===== config.mk =====
export PLATFORM = sky130hd
export DESIGN_NAME = byte_run_length_encoder_top_flat
export DESIGN_NICKNAME = d
export VERILOG_FILES = /design/src/hdl/rle_pkg.sv /design/src/hdl/rle_if.sv /design/src/hdl/rle_front.sv /design/src/hdl/rle_queue.sv /design/src/hdl/rle_back.sv /design/src/hdl/byte_run_length_encoder_top.sv /design/src/flat_wrapper.sv
export SDC_FILE = /design/constraint.sdc
export NUM_CORES = 1
export LEC_CHECK = 0
export ABC_AREA = 1
export BUFFER_PORTS_ARGS = -buffer_cell sky130_fd_sc_hd__buf_2
export CELL_PAD_IN_SITES_DETAIL_PLACEMENT = 1
export CELL_PAD_IN_SITES_GLOBAL_PLACEMENT = 1
export CORE_ASPECT_RATIO = 2
export CORE_UTILIZATION = 35
export CTS_CLUSTER_DIAMETER = 100
export DETAILED_ROUTE_END_ITERATION = 12
export GPL_ROUTABILITY_DRIVEN = 0
export PLACE_DENSITY = 0.71
export SLEW_MARGIN = 20
export SYNTH_ARGS = -nofsm -noshare
export SYNTH_HDL_FRONTEND = slang
export SYNTH_HIERARCHICAL = 1
export SYNTH_SLANG_ARGS = --single-unit

===== constraint.sdc =====
create_clock -name clk -period 4.9 [get_ports clk]
set_input_delay 0.245 -clock clk [delete_from_list [all_inputs] [get_ports clk]]
set_output_delay 0.245 -clock clk [all_outputs]
set_load 0.05 [all_outputs]

===== src/hdl/rle_pkg.sv =====
// rle_pkg: shared constants and types for the byte run-length encoder
// no dependencies; imported by every module of the block
`timescale 1ns / 1ps

package rle_pkg;

  // longest run before it is closed and a new one opened
  localparam logic [7:0] MAX_RUN = 8'd255;

  // reset value of the output capacity register
  localparam logic [15:0] CAP_RESET = 16'hFFFF;

  // saturation point of the pair counter
  localparam logic [15:0] PAIRS_MAX = 16'hFFFF;

  // pair command queue between front and back
  localparam int unsigned Q_DEPTH = 4;
  localparam int unsigned Q_PTR_W = $clog2(Q_DEPTH);
  localparam int unsigned Q_CNT_W = $clog2(Q_DEPTH + 1);

  // what one input byte leaves for the back end: an optional closed run and
  // an optional final (flushed) run
  typedef struct packed {
    logic       has_close;
    logic [7:0] close_len;
    logic [7:0] close_val;
    logic       has_final;
    logic [7:0] final_len;
    logic [7:0] final_val;
  } rle_cmd_t;

  // queue status seen by both sides
  typedef struct packed {
    logic full;
    logic empty;
  } rle_q_stat_t;

endpackage


===== src/hdl/rle_if.sv =====
// rle channel interfaces: input bytes, output pairs, configuration writes
// valid/ready handshake on each; no package dependency
`timescale 1ns / 1ps

interface rle_in_if;
  logic       valid;
  logic       ready;
  logic [7:0] data_byte;
  logic       last_byte;

  modport source (output valid, output data_byte, output last_byte, input ready);
  modport sink   (input valid, input data_byte, input last_byte, output ready);
endinterface

interface rle_out_if;
  logic        valid;
  logic        ready;
  logic [7:0]  run_length;
  logic [7:0]  run_value;
  logic        final_run;
  logic        fits;
  logic [15:0] encoded_length;

  modport source (output valid, output run_length, output run_value, output final_run,
                  output fits, output encoded_length, input ready);
  modport sink   (input valid, input run_length, input run_value, input final_run,
                  input fits, input encoded_length, output ready);
endinterface

interface rle_cfg_if;
  logic        valid;
  logic        ready;
  logic [15:0] data;

  modport source (output valid, output data, input ready);
  modport sink   (input valid, input data, output ready);
endinterface


===== src/hdl/rle_front.sv =====
// rle_front: accepts bytes, tracks the open run, pushes closed/flushed runs
// depends on rle_pkg and rle_in_if
`timescale 1ns / 1ps

module rle_front import rle_pkg::*; (
  input  logic        clk,
  input  logic        rst_n,
  rle_in_if.sink      in_ch,
  input  rle_q_stat_t q_stat,
  output logic        q_push,
  output rle_cmd_t    q_wdata
);

  logic       open_r, open_nxt;
  logic [7:0] val_r, val_nxt;
  logic [7:0] len_r, len_nxt;

  logic       accept;
  logic       extend;
  logic       close;
  logic [7:0] run_len;
  logic [7:0] run_val;

  assign in_ch.ready = !q_stat.full;
  assign accept      = in_ch.valid && in_ch.ready;

  always_comb begin
    extend = open_r && (in_ch.data_byte == val_r) && (len_r < MAX_RUN);
    close  = open_r && !extend;
    run_len = extend ? (len_r + 8'd1) : 8'd1;
    run_val = in_ch.data_byte;

    q_wdata.has_close = close;
    q_wdata.close_len = len_r;
    q_wdata.close_val = val_r;
    q_wdata.has_final = in_ch.last_byte;
    q_wdata.final_len = run_len;
    q_wdata.final_val = run_val;

    q_push = accept && (close || in_ch.last_byte);

    open_nxt = open_r;
    val_nxt  = val_r;
    len_nxt  = len_r;
    if (accept) begin
      if (in_ch.last_byte) begin
        open_nxt = 1'b0;
        val_nxt  = 8'd0;
        len_nxt  = 8'd0;
      end else begin
        open_nxt = 1'b1;
        val_nxt  = run_val;
        len_nxt  = run_len;
      end
    end
  end

  always_ff @(posedge clk) begin
    if (!rst_n) begin
      open_r <= 1'b0;
      val_r  <= 8'd0;
      len_r  <= 8'd0;
    end else begin
      open_r <= open_nxt;
      val_r  <= val_nxt;
      len_r  <= len_nxt;
    end
  end

  a_open_len: assert property (@(posedge clk) disable iff (!rst_n)
    open_r |-> (len_r != 8'd0))
    else $error("open run with zero length");

  a_push_room: assert property (@(posedge clk) disable iff (!rst_n)
    q_push |-> !q_stat.full)
    else $error("push into full queue");

  a_last_clears: assert property (@(posedge clk) disable iff (!rst_n)
    (accept && in_ch.last_byte) |=> !open_r)
    else $error("run still open after last byte");

endmodule


===== src/hdl/rle_queue.sv =====
// rle_queue: small register queue of pair commands between front and back
// depends on rle_pkg
`timescale 1ns / 1ps

module rle_queue import rle_pkg::*; (
  input  logic        clk,
  input  logic        rst_n,
  input  logic        push,
  input  rle_cmd_t    wdata,
  input  logic        pop,
  output rle_cmd_t    rdata,
  output rle_q_stat_t stat
);

  rle_cmd_t             mem_r [Q_DEPTH];
  logic [Q_PTR_W-1:0]   wr_ptr_r, wr_ptr_nxt;
  logic [Q_PTR_W-1:0]   rd_ptr_r, rd_ptr_nxt;
  logic [Q_CNT_W-1:0]   cnt_r, cnt_nxt;
  logic                 do_push;
  logic                 do_pop;

  assign stat.full  = (cnt_r == Q_CNT_W'(Q_DEPTH));
  assign stat.empty = (cnt_r == '0);
  assign rdata      = mem_r[rd_ptr_r];

  always_comb begin
    do_push    = push && !stat.full;
    do_pop     = pop && !stat.empty;
    wr_ptr_nxt = do_push ? Q_PTR_W'((32'(wr_ptr_r) + 1) % Q_DEPTH) : wr_ptr_r;
    rd_ptr_nxt = do_pop  ? Q_PTR_W'((32'(rd_ptr_r) + 1) % Q_DEPTH) : rd_ptr_r;
    cnt_nxt    = cnt_r;
    if (do_push && !do_pop) begin
      cnt_nxt = cnt_r + Q_CNT_W'(1);
    end else if (do_pop && !do_push) begin
      cnt_nxt = cnt_r - Q_CNT_W'(1);
    end
  end

  always_ff @(posedge clk) begin
    if (!rst_n) begin
      wr_ptr_r <= '0;
      rd_ptr_r <= '0;
      cnt_r    <= '0;
    end else begin
      wr_ptr_r <= wr_ptr_nxt;
      rd_ptr_r <= rd_ptr_nxt;
      cnt_r    <= cnt_nxt;
    end
  end

  always_ff @(posedge clk) begin
    if (do_push) begin
      mem_r[wr_ptr_r] <= wdata;
    end
  end

  a_cnt_bound: assert property (@(posedge clk) disable iff (!rst_n)
    cnt_r <= Q_CNT_W'(Q_DEPTH))
    else $error("queue count beyond depth");

  a_no_pop_empty: assert property (@(posedge clk) disable iff (!rst_n)
    pop |-> !stat.empty)
    else $error("pop from empty queue");

  a_full_holds: assert property (@(posedge clk) disable iff (!rst_n)
    (stat.full && !pop) |=> stat.full)
    else $error("full queue lost an entry");

endmodule


===== src/hdl/rle_back.sv =====
// rle_back: drains pair commands, numbers pairs, checks capacity, output register
// depends on rle_pkg, rle_out_if and rle_cfg_if
`timescale 1ns / 1ps

module rle_back import rle_pkg::*; (
  input  logic        clk,
  input  logic        rst_n,
  input  rle_q_stat_t q_stat,
  input  rle_cmd_t    q_rdata,
  output logic        q_pop,
  rle_out_if.source   out_ch,
  rle_cfg_if.sink     cfg_ch
);

  logic [15:0] cap_r, cap_nxt;
  logic [15:0] pairs_r, pairs_nxt;
  logic        phase_r, phase_nxt;
  logic        valid_r, valid_nxt;
  logic [7:0]  len_r, val_r;
  logic        final_r, fits_r;
  logic [15:0] enc_r;

  logic        load;
  logic        take;
  logic        emit_close;
  logic [17:0] needed;
  logic        fit;

  assign cfg_ch.ready = 1'b1;

  assign out_ch.valid          = valid_r;
  assign out_ch.run_length     = len_r;
  assign out_ch.run_value      = val_r;
  assign out_ch.final_run      = final_r;
  assign out_ch.fits           = fits_r;
  assign out_ch.encoded_length = enc_r;

  always_comb begin
    load       = !valid_r || out_ch.ready;
    take       = load && !q_stat.empty;
    emit_close = q_rdata.has_close && !phase_r;
    // bytes needed up to and including this pair
    needed     = {1'b0, pairs_r, 1'b0} + 18'd2;
    fit        = needed <= {2'b00, cap_r};

    q_pop     = take && (!emit_close || !q_rdata.has_final);
    phase_nxt = take ? (emit_close && q_rdata.has_final) : phase_r;

    pairs_nxt = pairs_r;
    if (take) begin
      if (!emit_close) begin
        pairs_nxt = 16'd0;
      end else if (pairs_r != PAIRS_MAX) begin
        pairs_nxt = pairs_r + 16'd1;
      end
    end

    valid_nxt = take ? 1'b1 : (out_ch.ready ? 1'b0 : valid_r);
    cap_nxt   = (cfg_ch.valid && cfg_ch.ready) ? cfg_ch.data : cap_r;
  end

  always_ff @(posedge clk) begin
    if (!rst_n) begin
      cap_r   <= CAP_RESET;
      pairs_r <= 16'd0;
      phase_r <= 1'b0;
      valid_r <= 1'b0;
    end else begin
      cap_r   <= cap_nxt;
      pairs_r <= pairs_nxt;
      phase_r <= phase_nxt;
      valid_r <= valid_nxt;
    end
  end

  always_ff @(posedge clk) begin
    if (take) begin
      len_r   <= emit_close ? q_rdata.close_len : q_rdata.final_len;
      val_r   <= emit_close ? q_rdata.close_val : q_rdata.final_val;
      final_r <= !emit_close;
      fits_r  <= fit;
      enc_r   <= (!emit_close && fit) ? needed[15:0] : 16'd0;
    end
  end

  a_len_nonzero: assert property (@(posedge clk) disable iff (!rst_n)
    out_ch.valid |-> (out_ch.run_length != 8'd0))
    else $error("pair with zero length");

  a_enc_only_final: assert property (@(posedge clk) disable iff (!rst_n)
    (out_ch.valid && out_ch.encoded_length != 16'd0) |-> (out_ch.final_run && out_ch.fits))
    else $error("encoded length on a non-final or overflowed pair");

  a_phase_entry: assert property (@(posedge clk) disable iff (!rst_n)
    phase_r |-> !q_stat.empty)
    else $error("second half pending with empty queue");

  a_final_clears: assert property (@(posedge clk) disable iff (!rst_n)
    (take && !emit_close) |=> (pairs_r == 16'd0))
    else $error("pair counter not cleared after final pair");

endmodule


===== src/hdl/byte_run_length_encoder_top.sv =====
// byte_run_length_encoder_top: byte stream in, (length, value) pairs out
// depends on rle_pkg, rle_if, rle_front, rle_queue and rle_back
//
//   channel | dir | modport     | payload
//   in_ch   | in  | rle_in_if   | data_byte[7:0], last_byte
//   out_ch  | out | rle_out_if  | run_length[7:0], run_value[7:0], final_run,
//           |     |             | fits, encoded_length[15:0]
//   cfg_ch  | in  | rle_cfg_if  | data[15:0] = output capacity in bytes
//
// one byte can be accepted every cycle while the pair queue has room; a byte
// that closes a run or ends the stream reaches out_ch through the queue and
// then the output register, which delivers one pair per cycle while out_ch
// is ready; a byte that closes a run and ends the stream makes two pairs
// a four-entry pair queue sits between the run tracker and the output side;
// in_ch stalls only when that queue is full
// rst_n is synchronous, active low; it clears run state, the queue and the
// pair counter, and sets the capacity to 65535
// cfg_ch is always ready; writes are expected only while no stream is open
`timescale 1ns / 1ps

module byte_run_length_encoder_top import rle_pkg::*; (
  input  logic      clk,
  input  logic      rst_n,
  rle_in_if.sink    in_ch,
  rle_out_if.source out_ch,
  rle_cfg_if.sink   cfg_ch
);

  // front to back pair command path
  logic        q_push;
  logic        q_pop;
  rle_cmd_t    q_wdata;
  rle_cmd_t    q_rdata;
  rle_q_stat_t q_stat;

  // run tracking: compares each byte with the open run and decides whether a
  // run closes and whether the stream ends
  rle_front u_front (
    .clk     (clk),
    .rst_n   (rst_n),
    .in_ch   (in_ch),
    .q_stat  (q_stat),
    .q_push  (q_push),
    .q_wdata (q_wdata)
  );

  // decouples the byte side from output back-pressure
  rle_queue u_queue (
    .clk   (clk),
    .rst_n (rst_n),
    .push  (q_push),
    .wdata (q_wdata),
    .pop   (q_pop),
    .rdata (q_rdata),
    .stat  (q_stat)
  );

  // pair numbering, capacity check and the output register
  rle_back u_back (
    .clk     (clk),
    .rst_n   (rst_n),
    .q_stat  (q_stat),
    .q_rdata (q_rdata),
    .q_pop   (q_pop),
    .out_ch  (out_ch),
    .cfg_ch  (cfg_ch)
  );

endmodule


===== src/flat_wrapper.sv =====
// flat-port wrapper written by rule: the top's interface ports become plain ports
module byte_run_length_encoder_top_flat import rle_pkg::*;
  (clk, rst_n, in_ch_valid, in_ch_data_byte, in_ch_last_byte, in_ch_ready, out_ch_valid, out_ch_run_length, out_ch_run_value, out_ch_final_run, out_ch_fits, out_ch_encoded_length, out_ch_ready, cfg_ch_valid, cfg_ch_data, cfg_ch_ready);
  rle_in_if in_ch_i ();
  rle_out_if out_ch_i ();
  rle_cfg_if cfg_ch_i ();
  input  logic clk;
  input  logic rst_n;
  input wire logic [$bits(in_ch_i.valid)-1:0] in_ch_valid;
  input wire logic [$bits(in_ch_i.data_byte)-1:0] in_ch_data_byte;
  input wire logic [$bits(in_ch_i.last_byte)-1:0] in_ch_last_byte;
  output wire logic [$bits(in_ch_i.ready)-1:0] in_ch_ready;
  output wire logic [$bits(out_ch_i.valid)-1:0] out_ch_valid;
  output wire logic [$bits(out_ch_i.run_length)-1:0] out_ch_run_length;
  output wire logic [$bits(out_ch_i.run_value)-1:0] out_ch_run_value;
  output wire logic [$bits(out_ch_i.final_run)-1:0] out_ch_final_run;
  output wire logic [$bits(out_ch_i.fits)-1:0] out_ch_fits;
  output wire logic [$bits(out_ch_i.encoded_length)-1:0] out_ch_encoded_length;
  input wire logic [$bits(out_ch_i.ready)-1:0] out_ch_ready;
  input wire logic [$bits(cfg_ch_i.valid)-1:0] cfg_ch_valid;
  input wire logic [$bits(cfg_ch_i.data)-1:0] cfg_ch_data;
  output wire logic [$bits(cfg_ch_i.ready)-1:0] cfg_ch_ready;
  assign in_ch_i.valid = in_ch_valid;
  assign in_ch_i.data_byte = in_ch_data_byte;
  assign in_ch_i.last_byte = in_ch_last_byte;
  assign in_ch_ready = in_ch_i.ready;
  assign out_ch_valid = out_ch_i.valid;
  assign out_ch_run_length = out_ch_i.run_length;
  assign out_ch_run_value = out_ch_i.run_value;
  assign out_ch_final_run = out_ch_i.final_run;
  assign out_ch_fits = out_ch_i.fits;
  assign out_ch_encoded_length = out_ch_i.encoded_length;
  assign out_ch_i.ready = out_ch_ready;
  assign cfg_ch_i.valid = cfg_ch_valid;
  assign cfg_ch_i.data = cfg_ch_data;
  assign cfg_ch_ready = cfg_ch_i.ready;
  byte_run_length_encoder_top u_core (.clk(clk), .rst_n(rst_n), .in_ch(in_ch_i), .out_ch(out_ch_i), .cfg_ch(cfg_ch_i));
endmodule

==> results.md <==
* DR vias at 7102
* WL per Instance at 17.1 um
* I/O Buffers at 64
* Chip height at 244 um
* NumNets Final at 1114
* Most used cell, CP: nand2_1
* Fill count at 3270
* Post-Synthesis Cells at 997
* Tmin final at 3.26 ns
* Xor and xnor area share after synthesis at 0.840%
* CTS buffer count at 21
* Clock sink count at approximately 230
* Yosys reg bits at 229
* Detail Route Antenna Nets at 0
* Ranking of synthesized cells by area: edfxtp_1 (49%), dfxtp_1 (12%), nand2_1 (7.0%)
* DP HPWL at between 15 and 20 mm
* Worst-Skew Late Latency at between 0.5 and 0.6 ns
* CTS tree: yes
* GRT Util Overall at 16.8%
* Clk_skew at 0.0109 ns
* Worst Tran Pin Value at 1.08 ns
* Initial DRT Pass Iterations at 4
* Comb pwr share at 34.7%
* Reg power frac at 38.9%
* Critical path cell sequence: ha_1, nand2_2, nor2_4, nand2_1, nand3_2, nor2_8, inv_6, nand2_1, inv_2, nor2_2, nor2_2, nand2_1, nor2_4, buf_4
* Startpoint types: flip-flop
* Pre-CTS setup slack at 1.62 ns
* Cell row count at 88
* Synth Flop Type: edfxtp_1
* Ys async rst share at 0%
* CTS root buffer: clkbuf_16
* Post-synthesis mux area share at 0%
* DRT Wirelength at 24.5 mm
* Setup crit end kind: flip-flop
* Die area at 30100 um^2
* Core ar. at 28800 um^2
* Req. time, crit path at ~5.1 ns
* Unrepaired setup endpoints after global routing: false
* Slew Viols, Final at 0
* Worst EP arrival at 3.47 ns
* Average size of a mapped cell at around 10 um^2
* First-pass GRT wire length at about 39 mm
* Cell Pwr Density at 572 nW/um^2
* Cell internal pwr at 4110 uW
* Largest net degree at the start of global routing at 69
* Worst-path clk slew at about 0.07 ns
* Htree depth at 1
* Fin cells at about 1400
* Slowest cell on crit path: nor2_4
* Die X at 123 um
* Switch share at 38.9%
* Net Switching at 2610 uW
* Combinational family with the most area after synthesis: simple AND/OR/NAND/NOR gates
* Max Freq at about 300 MHz
* Initial drt markers at between 200 and 250
* Fraction of layout cells with a size suffix above 1 at between 10% and 20%
* Pwr Total at 6720 uW
* Number of enable flip-flop cells after synthesis at 169
* Power share of the clock group at 26.4%
* Ant. Diodes at 0
* Synthesis Warnings at 6
* Setup bufs post-CTS at 0
* Placed Cells at 1380
* Syn nets at about 1100
* Min-delay worst type: in -> reg
* Drt drc at 0
* CTS Buffer Depth at 3
* Compound-Gate Fraction of Synth Area at 11.2%
* Period utilization at approximately two thirds
* Antenna violations before repair at 0
* Critical path class: reg -> reg
* Final setup vio count at 0
* Area Overhead vs Synth at 14.3%
* Cts repair resizes at 0
* Number of global-route vias before repair at roughly 7500
* Crit-path max FO at 26
* Synth top area share at 49.4%
* Max stage delay on crit path at a little over 0.7 ns
* Grt total ovfl at 0
* Initial core utilization at 35.6%
* Max_cap viols at 0
* Max VDD drop at 0.000321 V
* Unique masters post-synth at 43
* Synth Area in Adders at between 2 and 3%
* Simple-gate share of the synthesized area at 16.8%
* Final hold violations at 0
* Register area share after synthesis at 61.1%
* Vias/cell at 4.95
* Leakage Power at around 0.0046 uW
* Mapped cell area at 10300 um^2
* Rel. slew slack at ~28%
* IO Pins at 67
* Setup WS post-layout at 1.64 ns
* Status: complete, no violations
* Biggest area consumer among synthesized cells: edfxtp_1
* Setup TNS at 0 ns
[cells in the mapped netlist, drive strengths merged, types with 7 or more instances]
| cell type | instances |
|---|---|
| a21oi | 53 |
| buf | 37 |
| clkbuf | 13 |
| dfxtp | 60 |
| edfxtp | 169 |
| ha | 22 |
| inv | 98 |
| nand2 | 199 |
| nand3 | 20 |
| nand4 | 7 |
| nor2 | 157 |
| o21ai | 101 |
| o22ai | 34 |
[cell type report]
cell class	count	area (um^2)	area share, %
Clock inverter	9	156	1.33
Sequential cell	229	6280	53.4
Tap cell	360	450	3.83
Inverter	99	382	3.25
Clock buffer	28	582	4.95
Timing Repair Buffer	91	601	5.11
Multi-Input combinational cell	619	3300	28.1
[power by group through the flow]
stage	Sequential [uW]	Combinational, uW	Clock [uW]
CTS	2620	2380	1820
detailed placement	2660	2360	0
finish	2620	2330	1770
global route	2650	2570	1870
floorplan	3160	1320	0
global placement	2660	2300	0
[through the flow]
step | util (%) | hold WS, ns | instance area [um^2]
floorplan | - | 0.365 | 10300
global placement | 37.4 | 0.457 | 10800
detailed placement | 37.5 | 0.463 | 10800
CTS | 40.7 | 0.00286 | 11700
global route | 40.7 | 0.0112 | 11700
finish | 40.7 | 0.0146 | 11700
[cells by family after synthesis]
family / Yosys count
AO/OA/AOI/OAI: 192
flip-flops: 229
adder cells (fa/ha/maj): 23
XOR/XNOR: 9
other: 2
buffers and inverters: 149
AND/OR/NAND/NOR: 393
[cells in the final DEF, fill, tap and decap left out, types with 5 or more instances in the layout]
cell and count:
xor2_1 5, o21ai_0 96, nor3_1 5, clkbuf_16 21, ha_1 22, nand3_1 17
o22ai_2 20, nor2_1 110, nor2_4 7, nor2_2 39, dlygate4sd3_1 18, edfxtp_1 169
inv_2 6, buf_2 64, dfxtp_1 59, a21oi_1 50, o21ai_1 5, nand4_1 7
nand2_1 191, o22ai_1 14, buf_4 7, nand2_2 8, inv_1 90
[path summary, 6_finish.rpt]
path                                         from                                     to  slack (ns)  cells past startpoint
max          u_core/u_front/len_r[0]$_SDFFE_PN0P_  u_core/u_queue/mem_r[2][13]$_DFFE_PP_        1.64                     14
min                            in_ch_data_byte[0]   u_core/u_queue/mem_r[3][0]$_DFFE_PP_        0.01                      1
max reg2reg  u_core/u_front/len_r[0]$_SDFFE_PN0P_  u_core/u_queue/mem_r[2][13]$_DFFE_PP_        1.64                     14
min reg2reg   u_core/u_back/cap_r[6]$_SDFFE_PN1P_    u_core/u_back/cap_r[6]$_SDFFE_PN1P_        0.47                      2
[state kept, by name, summed over array words and instances (netlist names), 2 cells and up, named ones only]
signal / count
u_core/u_queue/mem_r: 136
u_core/u_back/pairs_r: 16
u_core/u_front/val_r: 8
u_core/u_back/out_ch.encoded_length: 15
u_core/u_queue/wr_ptr_r: 2
u_core/u_back/out_ch.run_value: 8
u_core/u_back/cap_r: 16
u_core/u_queue/rd_ptr_r: 2
u_core/u_back/out_ch.run_length: 8
u_core/u_front/len_r: 8
u_core/u_queue/cnt_r: 3
[worst max-delay path: cells and delay by family, from the launching register on]
| family | cells | cell delay (ns) |
|---|---|---|
| adder cells (fa/ha/maj) | 1 | 0.24 |
| buffers and inverters | 3 | 0.48 |
| flip-flops | 1 | 0.48 |
| AND/OR/NAND/NOR | 10 | 1.71 |
[layer usage]
metal  part of all wire [%]  wire length, um  global-route usage (%)  up-vias
li1                       -                -                       -     3446
met1                     36             8720                    16.2     3490
met2                     58            14300                    34.4      119
met3                    2.7              659                    1.47       47
met4                    3.2              774                    7.19        0
met5                      0                0                       0        -
[what timing repair did]
| item | in CTS | in global routing |
|---|---|---|
| endpoints found under the hold margin | 24 | 0 |
| endpoints found under the setup margin | 0 | 0 |
| hold buffers | 18 | 0 |
(Power assumes the default switching activity.)
